==> config.mk <==
export PLATFORM = sky130hd
export DESIGN_NAME = sta_ram
export DESIGN_NICKNAME = d
export VERILOG_FILES = /design/src/sv/sta_ram.sv
export SDC_FILE = /design/constraint.sdc
export NUM_CORES = 1
export LEC_CHECK = 0
export BUFFER_PORTS_ARGS = -buffer_cell sky130_fd_sc_hd__buf_2
export CAP_MARGIN = 10
export CORE_ASPECT_RATIO = 2
export CORE_UTILIZATION = 55
export CTS_BUF_LIST = sky130_fd_sc_hd__clkbuf_2
export DETAILED_ROUTE_END_ITERATION = 16
export PLACE_DENSITY = 0.72
export SLEW_MARGIN = 20
export SYNTH_ARGS = -nofsm -noshare
export SYNTH_HDL_FRONTEND = slang
export SYNTH_SLANG_ARGS = --single-unit
==> constraint.sdc <==
create_clock -name clk -period 2.6 [get_ports clk]
set_input_delay 0.13 -clock clk [delete_from_list [all_inputs] [get_ports clk]]
set_output_delay 0.13 -clock clk [all_outputs]
set_load 0.005 [all_outputs]
==> src/sv/sta_ram.sv <==
// Generic single-port-write, single-port-read RAM with registered read data.
// Self-contained; no package dependency.
`default_nettype none

module sta_ram #(
  parameter int WIDTH = 8,
  parameter int DEPTH = 32
) (
  input  wire logic                                      clk,
  input  wire logic                                      we,
  input  wire logic [((DEPTH > 1) ? $clog2(DEPTH) : 1)-1:0] waddr,
  input  wire logic [WIDTH-1:0]                          wdata,
  input  wire logic                                      re,
  input  wire logic [((DEPTH > 1) ? $clog2(DEPTH) : 1)-1:0] raddr,
  output logic      [WIDTH-1:0]                          rdata
);

  logic [WIDTH-1:0] mem [DEPTH];

  always_ff @(posedge clk) begin
    if (we) begin
      mem[waddr] <= wdata;
    end
    if (re) begin
      rdata <= mem[raddr];
    end
  end

endmodule

`default_nettype wire
* Yosys cells after proc, flatten, opt, wreduce, memory -nomap -nowiden
Memories as Yosys holds them, arrays and structs flattened. A register that Yosys moved wholly into a read port is not among the register bits.
Cells that the tools add are included.
** Operators by class
- Add/subtract/negate cells :: 0
- $mul :: 0
- Divide/modulo/power cells :: 0
- Magnitude comparators :: 0
- Equal/unequal tests :: 0
- Shifts and indexed selects :: 0
- Muxes and demuxes :: 2
- Bitwise logic cells :: 0
- Reductions and logical operators :: 0
** Operator list (count)
- $mux 1 :: 2
** Word-level totals
- Flip-flop bits (word level) :: 0
- Bits in latches :: 0
- RAM bits :: 256
- ROM bits :: 0
- Output and inout port bits :: 8
- Logic and storage cells :: 3
- Memories kept :: 1
** Memories
- mem :: words 32, width 8, read ports 1, clocked after Yosys merged registers in 1, wr ports 1, RTL line 18 : logic [WIDTH-1:0] mem [DEPTH];

* Depth between registers and ports, before layout
Gate-level depths: netlist of the first run.
- Word-level depth :: 2
- Depth in mapped cells :: 5

* Worst setup path after synthesis of the first run
No wires, ideal clock.
- Kind :: input-to-reg
- Start point :: input port raddr[2] in the netlist's numbering
- End point :: register rdata[0] (read register of mem) (data pin)
- Library setup time :: 260 ps
- Arrival time :: 1812 ps
- Setup slack :: 528 ps
- Cell stages on the path :: 5
- Path through :: clkbuf_1 -> clkbuf_1 -> mux4_2 -> mux4_2 -> mux2_2
** RTL lines
- from (decl) :: RTL line 14 : input wire logic [((DEPTH > 1) ? $clog2(DEPTH) : 1)-1:0] raddr,
- to (decl) :: RTL line 15 : output logic [WIDTH-1:0] rdata

* Final worst setup path of the first run
- Start point :: input port waddr[3] in the netlist's numbering
- End point :: memory mem[0][1], enable pin
** RTL lines
- from (decl) :: RTL line 11 : input wire logic [((DEPTH > 1) ? $clog2(DEPTH) : 1)-1:0] waddr,
- to (decl) :: RTL line 18
Straight into the memory's write port.

==> results of run 1 <==
==> flip-flops by register name (all words and copies together), names as in the netlist <==
signal,flops
mem,256
rdata,8
==> worst min path at each step <==
stage | cells after the start | slack [ps] | from | end
3_5_place_dp | 1 | 500 | re | rdata[1]
2_1_floorplan | 0 | 230 | wdata[0] | mem[0][0]
3_3_place_gp | 1 | 490 | re | rdata[2]
5_1_grt | 3 | 70 | raddr[4] | rdata[7]
6_report | 3 | 110 | raddr[4] | rdata[7]
4_1_cts | 3 | 70 | raddr[4] | rdata[7]
==> logic make-up (layout without fill, tap and decap cells) <==
logic type / after synthesis / after routing / synth area share, %
flip-flops: 264 / 264 / 78.2
multiplexers: 88 / 88 / 18.7
AND/OR/NAND/NOR: 45 / 45 / 2.05
buffers and inverters: 20 / 167 / 1.05
other: 0 / 1 / 0
==> final cells by class <==
class	count	area (sq um)
flip-flops and latches	264	7930
repair buffers	78	601
well taps	213	267
clock inverters	26	108
multi-input cells	133	2100
fillers	1201	6550
diodes	1	2.50
clock buffers	63	315
==> metal layers <==
layer,share of wire [%],up-vias,GRT usage (%),wire length [um]
met3,4.1,61,3.89,849
met4,5.3,0,13.9,1090
met1,32,2461,24.2,6530
met2,59,165,43.5,12200
met5,0,-,0,0
li1,-,2035,-,-
==> what timing repair did <==
action | 4_1_cts | 5_1_grt
hold buffers | 18 | 0
buffers inserted | 0 | 0
hold endpoints to repair | 333 | 0
==> placed cells by master (no fill, tap or decap), drive strengths merged <==
master       synthesis  layout
mux2                 8       8
dlygate4sd3          0      18
or3                  1       1
nor2                33      33
nand3b               5       5
nand2                1       1
mux4                80      80
or3b                 3       3
nand3                2       2
clkinv               0      25
buf                 14      60
diode                0       1
clkbuf               6      63
inv                  0       1
edfxtp             264     264
==> report_power, final <==
group | leakage [uW] | internal [uW] | switching, uW
Sequential | 0.00238 | 4740 | 14.7
Combinational | 0.000961 | 214 | 246
Clock | 0.000324 | 683 | 1420
==> cells in the mapped netlist <==
cell,instances
edfxtp_1,264
mux4_2,80
nor2_1,33
mux2_2,8
buf_1,6
buf_4,6
clkbuf_1,6
nand3b_1,5
or3b_2,3
nand3_1,2
buf_2,1
buf_6,1
nand2_1,1
or3_1,1
==> critical path: cells and delay by family <==
family / cells / cell delay [ps]
and+or+nand+nor: 2 / 560
buffers and inverters: 4 / 2050
==> per-stage QoR <==
step / instances / utilization, %
floorplan: 417 / -
global placement: 670 / 60.0
detailed placement: 670 / 60.0
CTS: 777 / 63.3
global route: 778 / 63.3
finish: 778 / 63.3
==> results.cfg, run 1 <==
[run_status]
status = complete, but fails checks
violations = DRC

[floorplanning]
coreArea_sq_um = 17900
rows = 69
die_area_sq_um = 19000
ios = 29
dieWidth_um = 98.0
start_util_pct = 56.7
dieHeight_um = 194

[hold_path]
hold_path_class = input pin to flop

[worst_setup_path]
crit_slowest_cell = dlygate4sd3_1
r2r_start = mem[29][0]
startpoint_type = input pin
regToRegEndpoint = rdata[0]
worstSetupPathType = input pin to flop
arrival_ps = 2740
crit_path_end = mem[0][1]
crit_path_frequent_cell = dlygate4sd3_1
startpoint = waddr[3]
rr_worst_depth = 3
path_cells = dlygate4sd3_1, buf_2, or3_1, dlygate4sd3_1, nor2_1, dlygate4sd3_1
cp_slowest_stage_delay_ps = 720
required_ps = 3050
crit_fanout = 8
rrSetupSlack_ps = 640
end_kind = flop

[place]
pre_cts_slack_ps = 324
port_buffers = 28
hpwlAfterDp_um = 14300
place_congestion = 0.823
postPlaceCellArea_sq_um = 10700

[clocking]
numCtsBuffers = 51
cts-root-buf = clkbuf_2
insertion_delay_ps = 780
cts_tree = yes
cts_resized = 0
h-tree-depth = 2
clk_path_buf_depth = 3
clock_sinks = 264
clk_pin_slew_worst_paths_ps = 110

[yosys]
postSynthCellCount = 417
avgSynthCellArea_sq_um = 24.3
yosysWarningCount = 0
synthDistinctLibCells = 14
syn-cell-area_sq_um = 10100
synth_area_leaders = edfxtp_1 78%, mux4_2 18%, nor2_1 1.2%, mux2_2 0.89%, buf_4 0.44%
synth_top_area_share_pct = 78.2
synth_top_area_cell = edfxtp_1
synth_nets = 438
synth-seq-area-share_pct = 78.2
ys_seq_elements = 264

[global_route]
grt_pass1_wl_um = 31000
overflow = 0
track_usage_pct = 23.4
first_global_vias = 5125
grt_max_degree = 33
antenna_found_initial = 1

[sta]
maxSlewHeadroom_pct = 39.9
rsz0062_at_grt = no
worstMarginPinSlew_ps = 898
period_share_pct = 87.9
worst_slack_ps = 314
tns_ps = 0
hold_ws_ps = 114
finalSetupViolations = 0
worst_clock_skew_ps = 36.6
post-route-min-period_ps = 2290
hold_violations = 0
report.final.slew_viol_count = 0
max_freq_ghz = 0.438

[detailed_routing]
drc_errors = 3
ant_nets = 0
drtIter0Drc = 417
wire_per_inst_um = 26.6
drt-total-wl_um = 20700
vias_per_cell = 6.07
vias = 4722
drt_pass1_iterations = 12

[finish]
nets = 549
drive_above_1_share_pct = 39.5
fin_area_sq_um = 11300
area_delta_synth_final_pct = 11.7

[pwr]
total_power_uw = 7320
pwr_density_cell_nw_per_um2 = 647
p_leak_uw = 0.00367
peakVddDrop_uv = 390

[flow_run]
max_cap_violations = 0
No activity file was read; power rests on OpenSTA's default activity.
==> run 2, diff against run 1 <==
==> constraint.sdc (replaced) <==
create_clock -name clk -period 2.7 [get_ports clk]
set_input_delay 0.135 -clock clk [delete_from_list [all_inputs] [get_ports clk]]
set_output_delay 0.135 -clock clk [all_outputs]
set_load 0.005 [all_outputs]
==> results.cfg, run 2 (same netlist as run 1, synthesis figures left out) <==
[run_status]
status = complete, but fails checks
violations = DRC

[finish]
final-seq-area_sq_um = 7930
largest_reg_flops = 256
area_delta_synth_final_pct = 11.9
reg_top3 = mem x256, rdata x8
drive_above_1_share_pct = 40.6
regMostFlops = mem
fill_cells = 1202
multiInputGateArea_sq_um = 2100
final_common_cell = edfxtp_1
finish.utilization_pct = 63.4
nets = 548
layout_common_cells = 264 x edfxtp_1, 80 x mux4_2, 74 x clkbuf_2, 33 x nor2_1

[clocking]
clock_sinks = 264
cts-root-buf = clkbuf_2
insertion_delay_ps = 820
post-cts-setup-buffers = 0
h-tree-depth = 2
clk_pin_slew_worst_paths_ps = 120
cts_resized = 0
numCtsBuffers = 54
clk_path_buf_depth = 3
cts_tree = yes
hold_buffers = 17

[worst_setup_path]
arrival_ps = 2520
crit_path_frequent_cell = dlygate4sd3_1
startpoint_type = input pin
crit_fanout = 8
required_ps = 3210
crit_slowest_cell = dlygate4sd3_1
r2r_start = mem[18][6]
end_kind = flop
worstSetupPathType = input pin to flop
startpoint = waddr[3]
path_cells = dlygate4sd3_1, buf_2, or3_1, dlygate4sd3_1, nor2_1, buf_4
rr_worst_depth = 3
cp_slowest_stage_delay_ps = 600

[floorplanning]
ios = 29
dieHeight_um = 194
coreArea_sq_um = 17900
dieWidth_um = 98.0
die_area_sq_um = 19000
start_util_pct = 56.7
rows = 69

[detailed_routing]
drc_errors = 3
drtIter0Drc = 436
ant_nets = 0
vias = 4728
drt-total-wl_um = 21100
drt_pass1_iterations = 11
wire_per_inst_um = 27.4
vias_per_cell = 6.13

[sta]
max_freq_ghz = 0.499
period_share_pct = 74.2
post-route-min-period_ps = 2000
worst_slack_ps = 697
rsz0062_at_grt = no
worst_clock_skew_ps = 48.8
maxSlewHeadroom_pct = 33.4
report.final.slew_viol_count = 0
worstMarginPinSlew_ps = 996
hold_violations = 0
tns_ps = 0
finalSetupViolations = 0

[pwr]
p_leak_uw = 0.00368
pwr_density_cell_nw_per_um2 = 644
peakVddDrop_uv = 368
total_power_uw = 7300

[global_route]
grt_max_degree = 33
first_global_vias = 5186
overflow = 0
antenna_found_initial = 1
grt_pass1_wl_um = 31700
track_usage_pct = 23.9

[place]
port_buffers = 28
hpwlAfterDp_um = 14300
pre_cts_slack_ps = 404
place_congestion = 0.838

[flow_run]
max_cap_violations = 0

[hold_path]
holdPathStages = 3
hold_path_class = input pin to flop
min_from = raddr[4]
## run 2: cell count changes in the layout (fill, tap and decap cells not counted), sizes merged
cell | before | now
inv | 1 | 0
clkinv | 25 | 10
buf | 60 | 57
bufinv | 0 | 2
dlygate4sd3 | 18 | 17
clkbuf | 63 | 74
## run 2: path summary, 6_finish.rpt
check / endpoint / slack (ps)
max: mem[1][3] / 700
min: rdata[5] / 110
max reg2reg: rdata[6] / 740
min reg2reg: rdata[2] / 980
## run 2: where the power goes
part	internal, uW	leakage (uW)	switching [uW]
Combinational	204	0.000938	236
Sequential	4570	0.00238	15.2
Clock	915	0.000356	1370
## run 2: area by class of cell
type                    instances  area share (%)
diodes                          1          0.0221
clock buffers                  74            3.27
clock inverters                12           0.883
multi-input cells             133            18.5
flip-flops and latches        264            69.9
well taps                     213            2.35
repair buffers                 74            5.01
## run 2: metal layers
metal	up-vias	GRT usage [%]	share of wire, %
li1	2031	-	-
met1	2473	24.7	32
met2	187	46.6	61
met3	37	3.68	4.6
met4	0	9.99	2.7
met5	-	0	0
## run 2: critical path, delay by kind of cell
kind	cells	cell delay, ps
AND/OR/NAND/NOR	2	820
buffers and inverters	4	1560
## run 2: per-stage QoR
stage / cell area, sq um / instances / hold slack [ps]
finish: 11300 / 771 / 114
global route: 11300 / 771 / 85.4
CTS: 11300 / 770 / 36.0
detailed placement: 10700 / 667 / 515
global placement: 10700 / 667 / 522
floorplan: 10100 / 417 / 234
==> run 3, diff against run 2 <==
--- a/config.mk
+++ b/config.mk
@@ -5,13 +5,14 @@
 export SDC_FILE = /design/constraint.sdc
 export NUM_CORES = 1
 export LEC_CHECK = 0
+export ABC_AREA = 1
 export BUFFER_PORTS_ARGS = -buffer_cell sky130_fd_sc_hd__buf_2
 export CAP_MARGIN = 10
 export CORE_ASPECT_RATIO = 2
 export CORE_UTILIZATION = 55
 export CTS_BUF_LIST = sky130_fd_sc_hd__clkbuf_2
 export DETAILED_ROUTE_END_ITERATION = 16
-export PLACE_DENSITY = 0.72
+export PLACE_DENSITY = 0.74
 export SLEW_MARGIN = 20
 export SYNTH_ARGS = -nofsm -noshare
 export SYNTH_HDL_FRONTEND = slang
==> constraint.sdc (replaced) <==
create_clock -name clk -period 1.67 [get_ports clk]
set_input_delay 0.0835 -clock clk [delete_from_list [all_inputs] [get_ports clk]]
set_output_delay 0.0835 -clock clk [all_outputs]
set_load 0.005 [all_outputs]
==> results.cfg, run 3 <==
[run_status]
status = finished, final reports clean

[flow_run]
max_cap_violations = 0

[sta]
post-route-min-period_ps = 1670
report.final.slew_viol_count = 0
hold_violations = 0
tns_ps = 0
maxSlewHeadroom_pct = 55.5
finalSetupViolations = 0
worst_clock_skew_ps = 28.1
rsz0062_at_grt = no
worst_slack_ps = 0.526
worstMarginPinSlew_ps = 668
max_freq_ghz = 0.599
period_share_pct = 100

[pwr]
pwr_density_cell_nw_per_um2 = 975
p_leak_uw = 0.00465
peakVddDrop_uv = 580

[clocking]
insertion_delay_ps = 790
cts_tree = yes
clk_pin_slew_worst_paths_ps = 120
clock_sinks = 264
numCtsBuffers = 52
cts-root-buf = clkbuf_2
h-tree-depth = 2
post-cts-setup-buffers = 0
clk_path_buf_depth = 3

[detailed_routing]
wire_per_inst_um = 18.6
drtIter0Drc = 645
drc_errors = 0
vias_per_cell = 5.52
drt-total-wl_um = 24700
vias = 7308
drt_pass1_iterations = 5
ant_nets = 0

[finish]
drive_above_1_share_pct = 14.7
largest_reg_flops = 256
layout_common_cells = 360 x nand2_1, 264 x edfxtp_1, 204 x nand3_1, 67 x clkbuf_2, 46 x buf_4
fill_cells = 1509
multiInputGateArea_sq_um = 2500
final-seq-area_sq_um = 7930
regMostFlops = mem
fin_area_sq_um = 12100
reg_top3 = mem x256, rdata x8
nets = 1053
area_delta_synth_final_pct = 11.6
final_common_cell = nand2_1

[floorplanning]
dieWidth_um = 101
rows = 72
coreArea_sq_um = 19400
dieHeight_um = 201
start_util_pct = 56.1
die_area_sq_um = 20400
ios = 29

[yosys]
yosysWarningCount = 0
synth_most_common_cell = nand2_1
synthDistinctLibCells = 11
synth_nets = 943
ys_seq_elements = 264
synth_ff_type = edfxtp_1
synth-seq-area-share_pct = 73.0
synth_area_leaders = edfxtp_1 73%, nand2_1 12%, nand3_1 9.4%, buf_6 2.5%, nor2_1 1.1%
synth_top_area_cell = edfxtp_1
synth-edff-count = 264
synthArstFlopShare_pct = 0
avgSynthCellArea_sq_um = 11.8
synthTopCellsByCount = 360 x nand2_1, 264 x edfxtp_1, 204 x nand3_1
postSynthCellCount = 922
synth_top_area_share_pct = 73.0
syn-cell-area_sq_um = 10900

[worst_setup_path]
critPathBufInv = 4
startpoint_type = input pin
crit_fanout = 5
end_kind = flop
cp_num_cells = 6
rr_worst_depth = 8
required_ps = 2190
cp_top_family = buffers and inverters
cp_slowest_stage_delay_ps = 630
worstSetupPathType = input pin to flop
crit_path_frequent_cell = dlygate4sd3_1
crit_slowest_cell = dlygate4sd3_1
path_cells = dlygate4sd3_1, buf_2, nand3_1, dlygate4sd3_1, nor2_2, dlygate4sd3_1
arrival_ps = 2190

[hold_path]
holdPathStages = 5
hold_path_class = input pin to flop

[global_route]
grt_pass1_wl_um = 38600
antenna_found_initial = 1
first_global_vias = 7362
grt_max_degree = 94
track_usage_pct = 25.8
overflow = 0

[place]
port_buffers = 28
place_congestion = 0.840
pre_cts_slack_ps = 178
postPlaceCellArea_sq_um = 11400
hpwlAfterDp_um = 14900
## run 3: cell count changes in the layout (fill, tap and decap cells not counted), moves of 4 or more
| cell | before | now |
|---|---|---|
| nand2_1 | 1 | 360 |
| nand3_1 | 2 | 204 |
| mux4_2 | 80 | 0 |
| buf_4 | 27 | 46 |
| dlygate4sd3_1 | 17 | 28 |
| inv_1 | 0 | 8 |
| mux2_2 | 8 | 0 |
| clkbuf_2 | 74 | 67 |
| clkinv_1 | 8 | 14 |
| nand3b_1 | 5 | 0 |
| buf_12 | 3 | 7 |
## run 3: worst min-delay path: stages
cell     delay (ps)
buf_2           110
inv_1            70
nand3_1         200
nor2_1           60
buf_4           180
## run 3: path summary, 6_finish.rpt
path / endpoint / slack (ps) / start
max reg2reg: rdata[4] / 370 / mem[24][4]
min reg2reg: rdata[7] / 880 / mem[22][7]
max: mem[10][1] / 0.5 / waddr[3]
min: mem[18][2] / 100 / waddr[2]
## run 3: metrics by stage
stage	power, uW	instances	hold WS [ps]	util (%)
2_1_floorplan	8090	922	182	-
3_3_place_gp	8410	1209	453	58.9
3_5_place_dp	8430	1209	448	58.9
4_1_cts	11900	1321	10.1	62.5
5_1_grt	12300	1324	96.1	62.6
6_report	11800	1324	95.3	62.6
## run 3: layout make-up
type / instances / area share (%)
Sequential cell: 264 / 65.4
Multi-Input combinational cell: 596 / 20.6
Timing Repair Buffer: 108 / 7.43
Clock buffer: 67 / 2.76
Tap cell: 259 / 2.67
Clock inverter: 19 / 0.846
Inverter: 10 / 0.320
Antenna cell: 1 / 0.0206
## run 3: cell families (layout without fill, tap and decap cells)
logic type	Yosys count	after routing	share of synthesized area, %
AND/OR/NAND/NOR	596	596	22.9
flip-flops	264	264	73.0
buffers and inverters	62	204	4.11
other	0	1	0
## run 3: timing repair
action	in CTS	in global routing
hold endpoints to repair	507	29
hold buffers	26	3
setup endpoints to repair	0	4
gates resized for setup	0	2
## run 3: report_power, final
group,internal (uW),total [uW],switching (uW)
combinational,288,923,635
clock,1250,3500,2260
sequential,7380,7400,22.4
## run 3: per-layer routing
metal | part of all wire [%] | GRT usage [%] | vias to the layer above
li1 | - | - | 3444
met2 | 55 | 45.5 | 334
met3 | 6.3 | 3.73 | 76
met4 | 4.6 | 16.0 | 0
met1 | 35 | 28.5 | 3454
met5 | 0 | 0 | -
